### config.mk
export PLATFORM = sky130hd
export DESIGN_NAME = suffix_hash_override_window_top
export DESIGN_NICKNAME = d
export VERILOG_FILES = /design/src/design/show_pkg.sv /design/src/design/show_fold.sv /design/src/design/show_cell.sv /design/src/design/suffix_hash_override_window_top.sv
export SDC_FILE = /design/constraint.sdc
export NUM_CORES = 2
export LEC_CHECK = 0
export BUFFER_PORTS_ARGS = -buffer_cell sky130_fd_sc_hd__buf_2
export CORE_ASPECT_RATIO = 0.8
export CORE_UTILIZATION = 50
export DETAILED_ROUTE_END_ITERATION = 12
export PLACE_DENSITY = 0.71
export SLEW_MARGIN = 10
export SYNTH_ARGS = -nofsm -noshare
export SYNTH_HDL_FRONTEND = slang
export SYNTH_SLANG_ARGS = --single-unit
### constraint.sdc
create_clock -name aclk -period 47.6 [get_ports aclk]
set_input_delay 4.76 -clock aclk [delete_from_list [all_inputs] [get_ports aclk]]
set_output_delay 4.76 -clock aclk [all_outputs]
set_load 0.02 [all_outputs]
### src/design/show_pkg.sv
// Shared types and constants for the suffix hash override window.
package show_pkg;

    // Default number of window entries.
    localparam int WINDOW_DEPTH_DEFAULT = 16;

    // Hash and count widths.
    localparam int HASH_W  = 32;
    localparam int COUNT_W = 32;

    // FNV-1a prime for the suffix fold.
    localparam logic [HASH_W-1:0] FOLD_PRIME = 32'd16777619;

    // Fixed suffix bytes, folded in order from index zero.
    localparam int SUFFIX_LEN = 8;
    localparam logic [7:0] SUFFIX_BYTES [SUFFIX_LEN] = '{
        8'h60, 8'h67, 8'h61, 8'h6d, 8'h65, 8'h65, 8'h78, 8'h74
    };

    // Control sequence of the top level.
    typedef enum logic [1:0] {
        ST_IDLE,
        ST_FOLD,
        ST_DONE
    } ctrl_state_t;

    // Status reported by the fold unit.
    typedef struct packed {
        logic busy;
        logic done;
    } fold_status_t;

endpackage

### src/design/show_fold.sv
// Iterative suffix fold unit: one FNV-1a byte step per cycle.
module show_fold (
    input  logic                       aclk,
    input  logic                       aresetn,
    input  logic                       start,
    input  logic [show_pkg::HASH_W-1:0] hash_in,
    output logic [show_pkg::HASH_W-1:0] folded,
    output show_pkg::fold_status_t     status
);
    import show_pkg::*;

    localparam int STEP_W = $clog2(SUFFIX_LEN);

    logic [HASH_W-1:0]   h_reg, h_next;
    logic [STEP_W-1:0]   step_reg, step_next;
    logic                busy_reg, busy_next;
    logic                done_reg, done_next;
    logic [2*HASH_W-1:0] product;

    // One byte step: xor the suffix byte, then multiply by the prime.
    assign product = (h_reg ^ HASH_W'(SUFFIX_BYTES[step_reg])) * FOLD_PRIME;

    always_comb begin
        h_next    = h_reg;
        step_next = step_reg;
        busy_next = busy_reg;
        done_next = done_reg;
        if (start) begin
            h_next    = hash_in;
            step_next = '0;
            busy_next = 1'b1;
            done_next = 1'b0;
        end else if (busy_reg) begin
            h_next    = product[HASH_W-1:0];
            step_next = step_reg + 1'b1;
            if (step_reg == STEP_W'(SUFFIX_LEN - 1)) begin
                busy_next = 1'b0;
                done_next = 1'b1;
            end
        end
    end

    // Control state is cleared by reset; the hash register is payload.
    always_ff @(posedge aclk) begin
        if (!aresetn) begin
            step_reg <= '0;
            busy_reg <= 1'b0;
            done_reg <= 1'b0;
        end else begin
            step_reg <= step_next;
            busy_reg <= busy_next;
            done_reg <= done_next;
        end
    end

    always_ff @(posedge aclk) begin
        h_reg <= h_next;
    end

    assign folded      = h_reg;
    assign status.busy = busy_reg;
    assign status.done = done_reg;

endmodule

### src/design/show_cell.sv
// One window cell: holds a plain and folded hash and compares against the query.
module show_cell #(
    parameter int CNT_W = 5,
    parameter int IDX   = 0
) (
    input  logic                        aclk,
    input  logic                        shift_en,
    input  logic [show_pkg::HASH_W-1:0] plain_in,
    input  logic [show_pkg::HASH_W-1:0] folded_in,
    input  logic [show_pkg::HASH_W-1:0] query,
    input  logic [CNT_W-1:0]            filled,
    output logic [show_pkg::HASH_W-1:0] plain_out,
    output logic [show_pkg::HASH_W-1:0] folded_out,
    output logic                        match
);
    import show_pkg::*;

    localparam logic [CNT_W-1:0] IDX_C = CNT_W'(IDX);

    logic [HASH_W-1:0] plain_reg;
    logic [HASH_W-1:0] folded_reg;
    logic              match_reg;

    // Take the neighbor's entry when the window advances.
    always_ff @(posedge aclk) begin
        if (shift_en) begin
            plain_reg  <= plain_in;
            folded_reg <= folded_in;
        end
    end

    // Only cells that hold a written entry may report a match.
    always_ff @(posedge aclk) begin
        match_reg <= (filled > IDX_C) && (folded_reg == query);
    end

    assign plain_out  = plain_reg;
    assign folded_out = folded_reg;
    assign match      = match_reg;

endmodule

### src/design/suffix_hash_override_window_top.sv
// Top level of the suffix hash override window: control, cell chain and output register.
// An item with class_present set gets eight fold steps, then its result is committed.
// No new item is taken until then; the commit waits while the output is stalled.
// An item with class_present clear is taken and yields nothing.
// Reset (aresetn low, synchronous) clears the fill count, override count and control;
// window contents stay undefined and are never matched before they are written.
module suffix_hash_override_window_top #(
    parameter int WINDOW_DEPTH = show_pkg::WINDOW_DEPTH_DEFAULT
) (
    input  logic        aclk,
    input  logic        aresetn,
    input  logic        s_tvalid,
    output logic        s_tready,
    input  logic [31:0] s_tdata,   // [31:0] property_hash
    input  logic        s_tuser,   // [0] class_present
    output logic        m_tvalid,
    input  logic        m_tready,
    output logic [63:0] m_tdata,   // [31:0] forwarded_hash, [63:32] override_count
    output logic        m_tuser    // [0] was_override
);
    import show_pkg::*;

    localparam int CNT_W = $clog2(WINDOW_DEPTH + 1);
    localparam logic [CNT_W-1:0] DEPTH_C = CNT_W'(WINDOW_DEPTH);

    ctrl_state_t        state_reg, state_next;
    logic [HASH_W-1:0]  hash_reg, hash_next;
    logic [CNT_W-1:0]   filled_reg, filled_next;
    logic [COUNT_W-1:0] total_reg, total_next;
    logic               m_tvalid_reg, m_tvalid_next;
    logic [HASH_W-1:0]  out_hash_reg, out_hash_next;
    logic [COUNT_W-1:0] out_count_reg, out_count_next;
    logic               out_hit_reg, out_hit_next;

    logic               in_xfer;
    logic               fold_start;
    logic [HASH_W-1:0]  fold_value;
    fold_status_t       fold_stat;
    logic               shift_en;

    logic [HASH_W-1:0]       plain_chain  [WINDOW_DEPTH];
    logic [HASH_W-1:0]       folded_chain [WINDOW_DEPTH];
    logic [WINDOW_DEPTH-1:0] match_vec;
    logic [WINDOW_DEPTH-1:0] first_hit;
    logic [HASH_W-1:0]       hit_plain;
    logic                    any_hit;

    assign in_xfer = s_tvalid && s_tready;

    // Suffix fold of the incoming hash.
    show_fold u_fold (
        .aclk    (aclk),
        .aresetn (aresetn),
        .start   (fold_start),
        .hash_in (s_tdata[HASH_W-1:0]),
        .folded  (fold_value),
        .status  (fold_stat)
    );

    // Chain of cells, newest entry in cell zero.
    for (genvar i = 0; i < WINDOW_DEPTH; i++) begin : g_cell
        logic [HASH_W-1:0] plain_src;
        logic [HASH_W-1:0] folded_src;
        if (i == 0) begin : g_head
            assign plain_src  = hash_reg;
            assign folded_src = fold_value;
        end else begin : g_body
            assign plain_src  = plain_chain[i-1];
            assign folded_src = folded_chain[i-1];
        end
        show_cell #(
            .CNT_W (CNT_W),
            .IDX   (i)
        ) u_cell (
            .aclk       (aclk),
            .shift_en   (shift_en),
            .plain_in   (plain_src),
            .folded_in  (folded_src),
            .query      (hash_reg),
            .filled     (filled_reg),
            .plain_out  (plain_chain[i]),
            .folded_out (folded_chain[i]),
            .match      (match_vec[i])
        );
    end

    // Keep only the newest matching cell, then select its plain hash.
    assign first_hit = match_vec & (~match_vec + 1'b1);
    assign any_hit   = |match_vec;

    always_comb begin
        hit_plain = '0;
        for (int k = 0; k < WINDOW_DEPTH; k++) begin
            hit_plain = hit_plain | ({HASH_W{first_hit[k]}} & plain_chain[k]);
        end
    end

    // Sequencer: accept, fold, then commit the result and advance the window.
    always_comb begin
        state_next     = state_reg;
        hash_next      = hash_reg;
        filled_next    = filled_reg;
        total_next     = total_reg;
        m_tvalid_next  = m_tvalid_reg;
        out_hash_next  = out_hash_reg;
        out_count_next = out_count_reg;
        out_hit_next   = out_hit_reg;
        fold_start     = 1'b0;
        shift_en       = 1'b0;
        s_tready       = (state_reg == ST_IDLE);

        if (m_tvalid_reg && m_tready) begin
            m_tvalid_next = 1'b0;
        end

        unique case (state_reg)
            ST_IDLE: begin
                if (in_xfer && s_tuser) begin
                    hash_next  = s_tdata[HASH_W-1:0];
                    fold_start = 1'b1;
                    state_next = ST_FOLD;
                end
            end
            ST_FOLD: begin
                if (fold_stat.done && !fold_stat.busy) begin
                    state_next = ST_DONE;
                end
            end
            ST_DONE: begin
                if (!m_tvalid_reg || m_tready) begin
                    shift_en       = 1'b1;
                    total_next     = any_hit ? total_reg + 1'b1 : total_reg;
                    out_hash_next  = any_hit ? hit_plain : hash_reg;
                    out_hit_next   = any_hit;
                    out_count_next = total_next;
                    m_tvalid_next  = 1'b1;
                    if (filled_reg < DEPTH_C) begin
                        filled_next = filled_reg + 1'b1;
                    end
                    state_next = ST_IDLE;
                end
            end
            default: begin
                state_next = ST_IDLE;
            end
        endcase
    end

    // Control registers.
    always_ff @(posedge aclk) begin
        if (!aresetn) begin
            state_reg    <= ST_IDLE;
            filled_reg   <= '0;
            total_reg    <= '0;
            m_tvalid_reg <= 1'b0;
        end else begin
            state_reg    <= state_next;
            filled_reg   <= filled_next;
            total_reg    <= total_next;
            m_tvalid_reg <= m_tvalid_next;
        end
    end

    // Payload registers.
    always_ff @(posedge aclk) begin
        hash_reg      <= hash_next;
        out_hash_reg  <= out_hash_next;
        out_count_reg <= out_count_next;
        out_hit_reg   <= out_hit_next;
    end

    assign m_tvalid = m_tvalid_reg;
    assign m_tdata  = {out_count_reg, out_hash_reg};
    assign m_tuser  = out_hit_reg;

endmodule

Yosys cells after proc, flatten, opt, wreduce, memory -nomap -nowiden
Memory sizes are Yosys's and may differ from the RTL's.
Cells that the tools add are included.

word-level totals
  memories = 1
  latch bits = 0
  output and inout port bits = 67
  logic and storage cells = 194
  bits of input ports = 37
  memory bits (read-only) = 64
  flip-flop bits (word level) = 1214
  bits in writable memories = 0

memories
  memory           words  bits a word  read ports  clocked after memory_dff  wr ports  RTL line         RTL
  (no name shown)  8      8            1           0                         0         show_fold.sv:21  assign product = (h_reg ^ HASH_W'(SUFFIX_BYTES[step_reg])) * FOLD_PRIME;

operators by class
  reduce and logical (&&, ||, !) cells = 32
  shift operators = 0
  bitwise gates (word level) = 36
  equality and inequality tests = 22
  add/subtract/negate cells = 4
  muxes and demuxes = 20
  divide/modulo/power cells = 0
  order comparisons = 18
  $mul = 1

operator list
  cell                    number
  $and 32x32->32          16
  $eq 32x32->1            16
  $or 32x32->32           15
  $mux 32                 4
  $mul 64x25->32 const B  1
  $gt 5x4->1 const B      8
  $add 32x1->32 const B   1
  $xor 32x8->32           1
  $gt 5x3->1 const B      4
  $logic_and 1x1->1       20
  $add 16x1->16 const B   1
  $and 16x16->16          1
  $mux 8                  2
  $not 16->16             1
  $reduce_or 16->1        1
  $gt 5x1->1 const B      2
  $gt 5x2->1 const B      2
  $mux 1                  10
  $mux 2                  3
  $pmux 2 s3              1
  $reduce_and 2->1        3
  $reduce_and 3->1        2
  $add 5x1->5 const B     1
  $lt 5x5->1 const B      1
  14 further kinds        16

Depth between registers and ports, before layout
  word-level depth = 20
  mapped depth = 23

By module
From an unflattened synthesis, not the netlist that was laid out.

unflattened totals
  cell total of the unflattened synthesis = 3565
  area, all modules = 54061.8 sq um

modules (own cells, without submodules)
  module                              times used  area each (sq um)  cells each
  suffix_hash_override_window_top     1           9580.4             1030
  show_fold                           1           7534.7             783
  show_cell at g_cell[14].u_cell ...  2           2304.7             109
  show_cell at g_cell[13].u_cell ...  2           2302.2             109
  show_cell at g_cell[12].u_cell      1           2327.2             110
  show_cell at g_cell[2].u_cell       1           2323.5             109
  show_cell at g_cell[8].u_cell       1           2319.7             109
  show_cell at g_cell[10].u_cell      1           2317.2             110
  show_cell at g_cell[0].u_cell       1           2312.2             110
  show_cell at g_cell[5].u_cell       1           2311.0             110
  show_cell at g_cell[1].u_cell       1           2309.7             110
  show_cell at g_cell[4].u_cell       1           2307.2             110
  show_cell at g_cell[9].u_cell       1           2306.0             110
  show_cell at g_cell[11].u_cell      1           2302.2             110
  +2 rows                             -           -                  -

Worst setup path after synthesis
No wires, ideal clock.

  kind = input -> register
  start point = in m_tready
  end point = reg total_reg[2]
  path buffers = 1
  arrival time = 37566 ps
  stages on the path = 7
  library setup time = 61 ps
  data required time = 47539 ps
  slack = 9973 ps
  cell sequence = nand2b_1 > nand2b_1 > inv_1 > clkbuf_1 > nand3_1 > xnor2_1 > and2_1

between the ends
  cells in the longest elaborated chain, start to end = 2

ends and longest elaborated chain
  element                     RTL line                                RTL
  from (decl)                 suffix_hash_override_window_top.sv:17   input logic m_tready,
  $logic_or 1x1->1            suffix_hash_override_window_top.sv:130  if (!m_tvalid_reg || m_tready) begin
  $reduce_and 2->1 (no line)  -
  to (signal assigned)        suffix_hash_override_window_top.sv:159  total_reg <= total_next;
  to (decl)                   suffix_hash_override_window_top.sv:29   logic [COUNT_W-1:0] total_reg, total_next;

Every way passes these cells.
A chain may end at the register's enable or synchronous reset.

Final worst setup path
  start point = in m_tready
  end point = reg out_hash_reg[26], enable pin

between the ends
  cells in the longest elaborated chain, start to end = 2

ends and longest elaborated chain
  element                     RTL line                                RTL
  $logic_or 1x1->1            suffix_hash_override_window_top.sv:130
  $reduce_and 2->1 (no line)  -
  to (signal assigned)        suffix_hash_override_window_top.sv:167  out_hash_reg <= out_hash_next;
  to (decl)                   suffix_hash_override_window_top.sv:31   logic [HASH_W-1:0] out_hash_reg, out_hash_next;

Every way passes these cells.

==> results.sh <==
export IMPL_io_pins=104
export IMPL_max_slew_margin_pct=20.4
export IMPL_synth_edf_count=1153
export IMPL_n_fill_cell=8174
export IMPL_critPathArrivalTime_ps=10440
export IMPL_worstHoldEndpoint="g_cell[2].u_cell.plain_out[7]$_DFFE_PP_"
export IMPL_hold_class="reg -> reg"
export IMPL_worstSetupPathType="in -> reg"
export IMPL_overflow=0
export IMPL_syn_inst=3455
export IMPL_cts_buffers=110
export IMPL_dpl_hpwl_mm=79.9
export IMPL_synth_top_area_share_pct=65.6
export IMPL_cap_violations=0
export IMPL_min_delay_start="g_cell[1].u_cell.plain_out[7]$_DFFE_PP_"
export IMPL_timing_rr_start="state_reg[0]$_SDFFE_PN0P_"
export IMPL_synth_cell_types=65
export IMPL_timing_rr_end="out_hash_reg[26]$_DFFE_PP_"
export IMPL_yosysSeqAreaShare_pct=67.9
export IMPL_synth_area_leaders="edfxtp_1, xor2_1, ha_1"
export IMPL_syn_nets=3763
export IMPL_layout_nets=3888
export IMPL_grt_util_all_layers_pct=23.6
export IMPL_startpoint_type="primary input"
export IMPL_end_kind="flop"
export IMPL_area_growth_pct=11.2
export IMPL_synth_fa_ha_area_share_pct=7.47
export IMPL_syn_area_um2=52800
export IMPL_tritoncts="built"
export IMPL_drtAntennaViolNets=0
export IMPL_clock_sinks=1214
export IMPL_synth_warnings=0
export IMPL_die_w_um=365
export IMPL_clk_pin_slew_worst_paths_ps=60
export IMPL_drcViolationCount=0
export IMPL_cts_hold_buf=0
export IMPL_maxSlewViolCount=0
export IMPL_diodes=0
export IMPL_worstSkewPairLatency_ps=740
export IMPL_wl_per_cell_um=24.7
export IMPL_ff2ff_setup_slack_ps=41150
export IMPL_fp_dieH_um=293
export IMPL_start_util_pct=50.5
export IMPL_worstHoldPathCells=0
export IMPL_drtPass1Iterations=6
export IMPL_critical_path_max_fanout=120
export IMPL_cts_resized=0
export IMPL_gp_congestion=0.850
export IMPL_fmax_ghz=0.0991
export IMPL_post_cts_buffers=0
export IMPL_grt_pass1_wl_mm=187
export IMPL_antenna_found_initial=0
export IMPL_drt_iter0_drc=3487
export IMPL_port_buffers=103
export IMPL_worstMarginPinSlew_ps=1160
export IMPL_synthArstFlopShare_pct=0
export IMPL_rows=106
export IMPL_muxShareOfSynthArea_pct=0.0758
export IMPL_fin_crit_ps=10090
export IMPL_grt_max_degree=205
export IMPL_ys_flop_type="edfxtp_1"
export IMPL_ctsRootBufferMaster="clkbuf_16"
export IMPL_synth_xor_area_share_pct=10.1
export IMPL_clock_skew_ps=62.5
export IMPL_avgViaCountPerCell=5.84
export IMPL_tns_ps=0
export IMPL_synth_seq_cells=1214
export IMPL_grt_pass1_vias=29086
export IMPL_synth_simple_area_share_pct=6.04
export IMPL_synth_top_family_by_area="XOR/XNOR gates"
export IMPL_avgSynthCellArea_um2=15.3
export IMPL_status="finished clean"
export IMPL_synth_compound_area_share_pct=5.80
export IMPL_multi_input_area_um2=15600
export IMPL_synth_area_leader_cell="edfxtp_1"
export IMPL_htree_levels=3
export IMPL_routed_wl_mm=126
export IMPL_finalSetupViolCount=0
export IMPL_r2r_cells=9
export IMPL_regArea_um2=35800
export IMPL_vias=29663
export IMPL_final_period_utilization_pct=21.2
export IMPL_core_area_um2=105000
export IMPL_cp_required_ps=47950
export IMPL_clock_path_buffers=3
export IMPL_die_area_um2=107000
export IMPL_rsz0062_at_grt="no"
export IMPL_hold_viol=0
export IMPL_drive_gt1_share_pct=9.88
-- synthesized netlist by cell type (all sizes together) (3+ instances only) --
library cell  number
edfxtp          1153
xor2             353
xnor2            257
inv              206
ha               197
clkbuf           132
nor2             106
nand3            105
nor4              96
nand2             91
a21oi             74
fa                74
nand4             71
o21ai             67
a221oi            64
a222oi            64
dfxtp             61
a221o             33
a22oi             33
and2              28
buf               23
nor3              17
or3               17
a21boi            16
nand2b            13
a211oi            11
a21o               9
and3               8
o21a               7
or2                7
o211ai             6
nor3b              5
nor4b              5
o21bai             5
o31ai              5
a2111oi            4
a31oi              4
and4               4
mux2i              4
nor2b              3
-- per-layer routing --
metal,routed length (µm),up-vias,GRT usage [%]
met5,0,-,0
met4,3030,0,6.24
met3,10900,211,4.23
met2,57700,1339,36.6
met1,53900,14914,34.3
li1,-,13199,-
-- cell type report --
type | count | share of cell area (%)
clock inverter | 54 | 0.963
multi-input combinational | 1880 | 26.6
timing repair buffer | 168 | 1.75
sequential | 1214 | 61.1
clock buffer | 153 | 5.25
tap | 1404 | 2.99
inverter | 206 | 1.33
-- how the worst max path moves through the flow --
stage,startpoint,endpoint,slack [ps]
final,m_tready,out_hash_reg[26]$_DFFE_PP_,37510
after global routing,m_tready,g_cell[12].u_cell.plain_out[25]$_DFFE_PP_,37050
after CTS,m_tready,g_cell[13].u_cell.plain_out[25]$_DFFE_PP_,37480
after detailed placement,m_tready,g_cell[14].u_cell.plain_out[25]$_DFFE_PP_,36630
after global placement,m_tready,g_cell[12].u_cell.plain_out[25]$_DFFE_PP_,36720
after floorplan,m_tready,total_reg[2]$_SDFFE_PN0P_,9970
-- placed cells by master, fill, tap and decap left out, types with 55 or more instances in the layout --
master,netlist,layout
a21oi_1,74,74
a221oi_1,64,64
a222oi_1,64,64
buf_2,20,103
buf_4,0,63
clkbuf_16,0,110
dfxtp_1,61,61
edfxtp_1,1153,1153
fa_1,74,74
ha_1,197,197
inv_1,205,203
nand2_1,91,91
nand3_1,104,103
nand4_1,71,71
nor2_1,106,105
nor4_1,94,94
o21ai_0,55,55
xnor2_1,257,257
xor2_1,353,353
-- metrics by stage --
| step | hold WS [ps] | setup slack, ps | utilization [%] | instance area, µm² | std cells |
|---|---|---|---|---|---|
| finish | 409 | 37510 | 56.1 | 58700 | 5079 |
| global route | 424 | 37050 | 56.1 | 58700 | 5079 |
| CTS | 418 | 37480 | 56.1 | 58700 | 5079 |
| detailed placement | 427 | 36630 | 52.6 | 55100 | 4872 |
| global placement | 427 | 36720 | 52.6 | 55100 | 4872 |
| floorplan | 421 | 9970 | - | 52800 | 3455 |
-- worst max-delay path, stage by stage --
cell      delay, ps
buf_2            70
nand2b_1        130
nand2b_1         70
buf_4           230
inv_8           470
buf_4           800
buf_4           960
buf_4           810
buf_4           950
buf_4           930
-- kinds of logic (layout without fill, tap and decap cells) --
group | Yosys count | after routing
muxes | 4 | 4
buffers and inverters | 361 | 581
AOI/OAI and AO/OA | 408 | 408
adders and majority gates | 271 | 271
and+or+nand+nor | 587 | 587
xor gates and xnor gates | 610 | 610
DFF | 1214 | 1214
Power is left out: the tool's default activity adds up to more than one toggle a clock period on the data nets, which glitch-free logic cannot reach.
